File: config.mk
export PLATFORM = sky130hd
export DESIGN_NAME = okm_ctrl
export DESIGN_NICKNAME = d
export VERILOG_FILES = /design/src/rtl/okm_pkg.sv /design/src/rtl/okm_ctrl.sv
export SDC_FILE = /design/constraint.sdc
export NUM_CORES = 1
export LEC_CHECK = 0
export ABC_AREA = 1
export BUFFER_PORTS_ARGS = -buffer_cell sky130_fd_sc_hd__buf_4
export CAP_MARGIN = 20
export CORE_AREA = 2 2 39 41
export CTS_CLUSTER_DIAMETER = 60
export DETAILED_ROUTE_END_ITERATION = 8
export DIE_AREA = 0 0 41 43
export PLACE_DENSITY_LB_ADDON = 0.12
export SLEW_MARGIN = 20
export SYNTH_ARGS = -nofsm -noshare
export SYNTH_HDL_FRONTEND = slang
export SYNTH_SLANG_ARGS = --single-unit
File: constraint.sdc
create_clock -name clk -period 1.1 [get_ports clk]
set_input_delay 0.275 -clock clk [delete_from_list [all_inputs] [get_ports clk]]
set_output_delay 0.275 -clock clk [all_outputs]
set_load 0.05 [all_outputs]
File: src/rtl/okm_pkg.sv
// shared types, codes and constants of the online k-means centroid update unit
package okm_pkg;

	localparam int LANES     = 8;
	localparam int ELEM_BITS = 16;
	localparam int DIST_BITS = 35;
	localparam int CFG_BITS  = 32;
	localparam int CFG_IDX_BITS = 3;

	// register indexes of the configuration port
	localparam logic [CFG_IDX_BITS-1:0] CFG_ACTIVE_CLUSTERS = 3'd0;
	localparam logic [CFG_IDX_BITS-1:0] CFG_DIMS_IN_USE     = 3'd1;
	localparam logic [CFG_IDX_BITS-1:0] CFG_ITERATION_LIMIT = 3'd2;
	localparam logic [CFG_IDX_BITS-1:0] CFG_ETA_EARLY       = 3'd3;
	localparam logic [CFG_IDX_BITS-1:0] CFG_ETA_LATE        = 3'd4;

	// register values after reset
	localparam logic [4:0]  RST_ACTIVE_CLUSTERS = 5'd2;
	localparam logic [3:0]  RST_DIMS_IN_USE     = 4'd8;
	localparam logic [31:0] RST_ITERATION_LIMIT = 32'd1000;
	localparam logic [15:0] RST_ETA_EARLY       = 16'd655;
	localparam logic [15:0] RST_ETA_LATE        = 16'd66;

	typedef enum logic [1:0] {
		KIND_LOAD    = 2'd0,
		KIND_TRAIN   = 2'd1,
		KIND_READ    = 2'd2,
		KIND_RESTART = 2'd3
	} kind_t;

	typedef enum logic [1:0] {
		RD_ITEM = 2'd0,
		RD_SCAN = 2'd1,
		RD_WIN  = 2'd2
	} rd_src_t;

	typedef enum logic [3:0] {
		ST_IDLE,
		ST_LOAD,
		ST_READ,
		ST_READ_WAIT,
		ST_RESTART,
		ST_SCAN,
		ST_DRAIN,
		ST_FETCH,
		ST_MUL,
		ST_APPLY
	} state_t;

	typedef struct packed {
		kind_t                        kind;
		logic [3:0]                   centroid_index;
		logic signed [ELEM_BITS-1:0]  elem0;
		logic signed [ELEM_BITS-1:0]  elem1;
		logic signed [ELEM_BITS-1:0]  elem2;
		logic signed [ELEM_BITS-1:0]  elem3;
		logic signed [ELEM_BITS-1:0]  elem4;
		logic signed [ELEM_BITS-1:0]  elem5;
		logic signed [ELEM_BITS-1:0]  elem6;
		logic signed [ELEM_BITS-1:0]  elem7;
	} item_t;

	typedef struct packed {
		logic [3:0]                   winner;
		logic [DIST_BITS-1:0]         distance;
		logic                         updated;
		logic signed [ELEM_BITS-1:0]  out0;
		logic signed [ELEM_BITS-1:0]  out1;
		logic signed [ELEM_BITS-1:0]  out2;
		logic signed [ELEM_BITS-1:0]  out3;
		logic signed [ELEM_BITS-1:0]  out4;
		logic signed [ELEM_BITS-1:0]  out5;
		logic signed [ELEM_BITS-1:0]  out6;
		logic signed [ELEM_BITS-1:0]  out7;
	} result_t;

	// commands from the controller to the datapath
	typedef struct packed {
		logic    capture;
		logic    rd_en;
		rd_src_t rd_src;
		logic    scan_step;
		logic    scan_tag;
		logic    mul;
		logic    load_wr;
		logic    res_load;
	} ctl_cmd_t;

	// status from the datapath to the controller
	typedef struct packed {
		logic scan_last;
	} dp_stat_t;

endpackage

File: src/rtl/okm_ctrl.sv
// controller state machine sequencing load, read, restart and train transactions
module okm_ctrl (
	input  logic              clk,
	input  logic              arst_n,
	input  logic              start,
	input  okm_pkg::kind_t    kind,
	input  okm_pkg::dp_stat_t stat,
	output okm_pkg::ctl_cmd_t cmd,
	output logic              busy
);

	okm_pkg::state_t state_q, state_d;
	logic [1:0]      drain_q, drain_d;

	// state register
	always_ff @(posedge clk or negedge arst_n) begin
		if (!arst_n) begin
			state_q <= okm_pkg::ST_IDLE;
			drain_q <= 2'd0;
		end else begin
			state_q <= state_d;
			drain_q <= drain_d;
		end
	end

	// next state and commands
	always_comb begin
		state_d = state_q;
		drain_d = drain_q;
		cmd     = '0;
		cmd.rd_src = okm_pkg::RD_ITEM;
		busy    = 1'b1;
		case (state_q)
			okm_pkg::ST_IDLE: begin
				busy = 1'b0;
				if (start) begin
					cmd.capture = 1'b1;
					case (kind)
						okm_pkg::KIND_LOAD:    state_d = okm_pkg::ST_LOAD;
						okm_pkg::KIND_TRAIN:   state_d = okm_pkg::ST_SCAN;
						okm_pkg::KIND_READ:    state_d = okm_pkg::ST_READ;
						okm_pkg::KIND_RESTART: state_d = okm_pkg::ST_RESTART;
						default:               state_d = okm_pkg::ST_RESTART;
					endcase
				end
			end
			okm_pkg::ST_LOAD: begin
				cmd.load_wr  = 1'b1;
				cmd.res_load = 1'b1;
				state_d      = okm_pkg::ST_IDLE;
			end
			okm_pkg::ST_READ: begin
				cmd.rd_en  = 1'b1;
				cmd.rd_src = okm_pkg::RD_ITEM;
				state_d    = okm_pkg::ST_READ_WAIT;
			end
			okm_pkg::ST_READ_WAIT: begin
				cmd.res_load = 1'b1;
				state_d      = okm_pkg::ST_IDLE;
			end
			okm_pkg::ST_RESTART: begin
				cmd.res_load = 1'b1;
				state_d      = okm_pkg::ST_IDLE;
			end
			// one centroid row issued per cycle
			okm_pkg::ST_SCAN: begin
				cmd.rd_en     = 1'b1;
				cmd.rd_src    = okm_pkg::RD_SCAN;
				cmd.scan_tag  = 1'b1;
				cmd.scan_step = 1'b1;
				if (stat.scan_last) begin
					state_d = okm_pkg::ST_DRAIN;
					drain_d = 2'd0;
				end
			end
			// let the distance pipeline empty
			okm_pkg::ST_DRAIN: begin
				drain_d = drain_q + 2'd1;
				if (drain_q == 2'd2) begin
					state_d = okm_pkg::ST_FETCH;
				end
			end
			okm_pkg::ST_FETCH: begin
				cmd.rd_en  = 1'b1;
				cmd.rd_src = okm_pkg::RD_WIN;
				state_d    = okm_pkg::ST_MUL;
			end
			okm_pkg::ST_MUL: begin
				cmd.mul = 1'b1;
				state_d = okm_pkg::ST_APPLY;
			end
			okm_pkg::ST_APPLY: begin
				cmd.res_load = 1'b1;
				state_d      = okm_pkg::ST_IDLE;
			end
			default: begin
				state_d = okm_pkg::ST_IDLE;
			end
		endcase
	end

endmodule

==> results of run 1 <==
[flip-flops by register name, summed over array words and instances, names as in the netlist]
| name | flops |
|---|---|
| drain_q | 2 |
| state_q | 4 |
[tightest hold or removal path, delay by kind of cell]
family	cells	cell delay, ns
buf+inv	1	0.09
compound gates	1	0.06
simple gates	2	0.09
[cell type report]
| type | count | area share (%) |
|---|---|---|
| Tap cell | 16 | 1.99 |
| Timing Repair Buffer | 39 | 36.8 |
| Sequential cell | 6 | 15.4 |
| Clock buffer | 4 | 2.61 |
| Inverter | 13 | 6.09 |
| Multi-Input combinational cell | 50 | 37.1 |
[cells by family after synthesis]
group	share of synthesized area (%)
simple gates	44.1
buf+inv	14.0
flops	32.9
compound gates	6.30
fa+ha+maj	2.74
[cells in the final DEF, fill, tap and decap left out, drive strengths merged, types with 2 or more instances in the layout]
cell,n
or2,2
nand2,21
inv,11
nand3,7
buf,38
nor2,13
o21ai,2
dfrtp,6
clkinvlp,2
clkbuf,4
[power groups by stage]
stage | Combinational, W | Sequential [W] | Clock (W)
CTS | 0.00224 | 0.000440 | 0.000224
global route | 0.00261 | 0.000461 | 0.000243
floorplan | 0.00123 | 0.000402 | 0
finish | 0.00245 | 0.000449 | 0.000217
global placement | 0.00182 | 0.000407 | 0
detailed placement | 0.00182 | 0.000411 | 0
[repair_timing]
action,4_1_cts,5_1_grt
buffers inserted,6,3
endpoints found under the hold margin,6,0
gates resized for setup,35,10
setup endpoints to repair,15,16
pin swaps,7,7
hold buffers,1,0
cloned,0,0
[layer usage]
layer | vias to the layer above | GRT usage [%] | share of wire, %
met3 | 8 | 4.71 | 2.2
met2 | 16 | 36.3 | 57
met5 | - | 0 | 0
met4 | 0 | 12.0 | 4.3
li1 | 302 | - | -
met1 | 273 | 23.1 | 36
[stage by stage]
step	setup slack, ns	instances	cell area (um^2)
floorplan	-0.385	71	533
global placement	-0.271	114	741
detailed placement	-0.283	114	741
CTS	-0.444	125	948
global route	-0.493	128	1010
finish	-0.446	128	1010
[how the worst min path moves through the flow]
stage / from / end / slack [ns] / cells after the start
global route: stat / drain_q[0] / 0.33 / 4
floorplan: arst_n / drain_q[0] / -0.02 / 0
detailed placement: arst_n / state_q[1] / 0.08 / 1
global placement: arst_n / state_q[2] / 0.08 / 1
finish: stat / drain_q[0] / 0.33 / 4
CTS: stat / drain_q[0] / 0.33 / 4
==> impl_metrics.tcl, run 1 <==
set metrics [dict create \
    io_buffers 15 \
    antenna_found_initial 0 \
    ys_seq_elements 6 \
    power_switching_w 0.00159 \
    p_clk_share_pct 7.0 \
    gp_congestion 0.729 \
    drive_above_1_share_pct 67.9 \
    h-tree-depth 1 \
    clock_latency_ns 0.25 \
    slew_headroom_pct 83.9 \
    max_slew.worst_pin.slew_ns 0.241 \
    die_y_um 43 \
    holdWs_ns 0.332 \
    fin_crit_sh_pct 141 \
    p_int_w 0.00153 \
    crit_fanout 4 \
    grt-ovfl-total 0 \
    setup_slack_ns -0.446 \
    peakVddDrop_uv 1520 \
    cpMostUsedCell "buf_6" \
    clkTransAtPathRegs_ns 0.05 \
    nets 120 \
    cts_inserted_buffers 3 \
    synthTopCellsByCount "nand2_1 (20), inv_1 (10), nor2_1 (8)" \
    finalMaxSlewViolations 0 \
    cp-startpoint "state_q[3]" \
    hold_class "input port to flip-flop" \
    grt_pass1_wl_um 2530 \
    crit_path_start_kind "flip-flop" \
    diodes 0 \
    yosys_most_used_dff "dfrtp_1" \
    path_buf_inv 3 \
    fin_util_pct 72.8 \
    synth_most_common_cell "nand2_1" \
    grt_max_degree 7 \
    endpoint "cmd[6]" \
    rows 14 \
    dieArea_um2 1760 \
    synth_warnings 0 \
    crit_required_ns 0.82 \
    gr-usage-all-layers_pct 21.5 \
    nFillCells 88 \
    cts-root-buf "clkbuf_4" \
    wl_per_cell_um 12.8 \
    multi_input_comb_area_um2 374 \
    grt_pass1_vias 606 \
    power_w 0.00312 \
    timing.rr.start "state_q[2]" \
    via_per_inst 4.68 \
    regToRegEndpoint "state_q[1]" \
    crit_arrival_ns 1.27 \
    die_width_um 41 \
    seq_area_frac_synth_pct 32.9 \
    clock.fmax_mhz 647 \
    rsz0062_at_grt "true" \
    yosysTopAreaCellShare_pct 32.9 \
    path_class "flip-flop to primary output" \
    clk_path_buf_depth 2 \
    cp_num_cells 5 \
    num_vias 599 \
    power_density_nw_per_um2 3100 \
    p_comb_share_pct 78.6 \
    max_stage_delay_ns 0.45 \
    avgSynthCellArea_um2 6.43 \
    ios 16 \
    maxCapViolCount 0 \
    drc 0 \
    rrSetupSlack_ns -0.28 \
    violations "setup timing" \
    hold_viol_final 0 \
    ff_latch_area_um2 155 \
    synth_area_leaders "dfrtp_1 (33%), nand2_1 (16%), inv_1 (8.2%)" \
    status "complete, but fails checks" \
    fin_crit_ns 1.55 \
    netlist_area_um2 457 \
    fin_skew_ns 0.0137 \
    setup-tns-final_ns -5.45 \
    dp_hpwl_um 1010 \
    core_area_um2 1380 \
    reg2reg_depth 9 \
    synthDistinctLibCells 18 \
    syn2layout_area_growth_pct 121 \
    drt-initial-drc-count 5 \
    synthCells 71 \
    clkSinkCount 6 \
    setup_viol 16 \
    crit_family "flip-flops" \
    end_kind "primary output" \
    ant_nets 0 \
    async_reset_ff_share_pct 100 \
    switching_share_pct 50.9 \
    cpMaxStageDelayCell "dfrtp_2" \
    syn_nets 78 \
    crit_chain "buf_6 > inv_4 > nand2_4 > nor3_4 > buf_6" \
    synth_edf_count 0 \
    cts_tree "built" \
    first_pass_iters 2 \
    routed_wl_um 1640 \
    leakage_nw 0.509 \
    power_frac_seq_pct 14.4 \
    synth_top_area_cell "dfrtp_1" \
    initial_core_util_pct 33.0 \
]
No activity file was read; power rests on OpenSTA's default activity.
==> run 2: changes to the inputs <==
- REMOVE_ABC_BUFFERS: default -> 1
==> run 2 against run 1 <==
Total power shrank 12%; register-to-register slack is essentially flat; setup slack gained 0.012 ns; largest power group unchanged; the flow still finishes with violations (setup timing).
==> impl_metrics.tcl, run 2 (same netlist as run 1, synthesis figures left out) <==
set metrics [dict create \
    finalMaxSlewViolations 0 \
    regMostFlops "state_q" \
    dp_cells 110 \
    slew_headroom_pct 87.3 \
    nets 111 \
    drc 0 \
    dieArea_um2 1760 \
    grt-ovfl-total 0 \
    path_buf_inv 2 \
    cts_tree "built" \
    die_y_um 43 \
    clk_path_buf_depth 2 \
    num_vias 535 \
    h-tree-depth 1 \
    clock_latency_ns 0.24 \
    diodes 0 \
    clkSinkCount 6 \
    clkTransAtPathRegs_ns 0.05 \
    layoutNonFillerInstCount 118 \
    final_common_cell "buf_4" \
    ios 16 \
    grt_pass1_vias 468 \
    max_stage_delay_ns 0.46 \
    core_area_um2 1380 \
    clock.fmax_mhz 652 \
    die_width_um 41 \
    setup-tns-final_ns -4.93 \
    dp_hpwl_um 924 \
    maxCapViolCount 0 \
    grt_max_degree 7 \
    routed_wl_um 1340 \
    fin_crit_ns 1.53 \
    peakVddDrop_uv 1260 \
    via_per_inst 4.53 \
    hold_viol_final 0 \
    crit_required_ns 0.82 \
    power_density_nw_per_um2 3180 \
    hold_class "input port to flip-flop" \
    holdWs_ns 0.321 \
    drt-initial-drc-count 9 \
    ant_nets 0 \
    grt_pass1_wl_um 1850 \
    setup_viol 16 \
    gp_congestion 0.758 \
    status "complete, but fails checks" \
    initial_core_util_pct 33.0 \
    most-common-layout-cells "buf_4 (17), nand2_1 (14), buf_6 (8)" \
    crit_chain "nor2_4 > nand3_1 > inv_1 > buf_6" \
    antenna_found_initial 0 \
    violations "setup timing" \
    crit_fanout 4 \
    cpMaxStageDelayCell "dfrtp_2" \
    fin_crit_sh_pct 139 \
    largest_register_ffs 4 \
    first_pass_iters 4 \
    crit_family "flip-flops" \
    cts-root-buf "clkbuf_4" \
    crit_path_start_kind "flip-flop" \
    max_slew.worst_pin.slew_ns 0.190 \
    io_buffers 15 \
    path_class "flip-flop to primary output" \
    largestRegisters "state_q: 4 flops, drain_q: 2 flops" \
    rsz0062_at_grt "true" \
    leakage_nw 0.466 \
    wl_per_cell_um 11.3 \
    rows 14 \
    end_kind "primary output" \
    drive_above_1_share_pct 61.8 \
    setup_slack_ns -0.434 \
    fin_skew_ns 0.00637 \
    syn2layout_area_growth_pct 89.0 \
    crit_arrival_ns 1.26 \
    gr-usage-all-layers_pct 15.6 \
    cts_inserted_buffers 3 \
]
==> run 2: cell types whose count changed in the layout (fill, tap and decap cells not counted), sizes merged <==
| cell | change |
|---|---|
| inv | +2 |
| buf | -9 |
| clkinvlp | -2 |
| clkbuf | -1 |
==> run 2: cell type report <==
type	instances	area [um^2]
Tap cell	16	20.0
Timing Repair Buffer	30	288
Inverter	13	53.8
Sequential cell	6	155
Clock buffer	3	22.5
Multi-Input combinational cell	50	324
Fill cell	122	520
==> run 2: final timing paths <==
path                       startpoint          to  slack (ns)  cells past startpoint
hold / removal                   stat  drain_q[1]        0.32                      4
hold reg to reg            drain_q[1]  drain_q[1]        0.47                      2
setup / recovery           state_q[0]      cmd[2]       -0.43                      4
max in group asynchronous      arst_n  state_q[2]        0.59                      2
setup reg to reg           state_q[0]  state_q[1]       -0.29                      9
min in group asynchronous      arst_n  state_q[0]        0.38                      2
==> run 2: worst register-to-register path, stage by stage (launching register included) <==
cell	delay (ns)
dfrtp_2	0.46
nor2_4	0.18
buf_4	0.13
buf_6	0.08
buf_4	0.10
nand3_2	0.08
nand2_1	0.08
nor2_1	0.05
nand2_1	0.06
nand2_1	0.05
==> run 2: routing by layer <==
layer,routed length (um),track usage (%),vias up
met4,0,4.00,0
met5,0,0,-
met3,38,4.71,0
met1,575,20.9,248
met2,724,23.8,10
li1,-,-,277
==> run 2: report_power, final <==
group	switching [W]	internal [W]	total, W
clock	0.0000776	0.000123	0.000201
combinational	0.00121	0.000871	0.00208
sequential	0.000139	0.000325	0.000464
total	0.00142	0.00132	0.00274
==> run 2: timing repair <==
action	4_1_cts	5_1_grt
setup buffers	1	3
endpoints found under the hold margin	6	0
gates resized for setup	24	23
setup endpoints to repair	15	16
pin swaps	3	3
cloned	0	0
hold buffers	1	0
==> run 2: per-stage QoR <==
stage | total power [W] | util [%] | area, um^2 | worst slack (ns)
floorplan | 0.00142 | - | 442 | -0.817
global placement | 0.00195 | 46.9 | 649 | -0.209
detailed placement | 0.00196 | 46.9 | 649 | -0.216
CTS | 0.00242 | 55.9 | 773 | -0.407
global route | 0.00292 | 62.4 | 863 | -0.482
finish | 0.00274 | 62.4 | 863 | -0.434
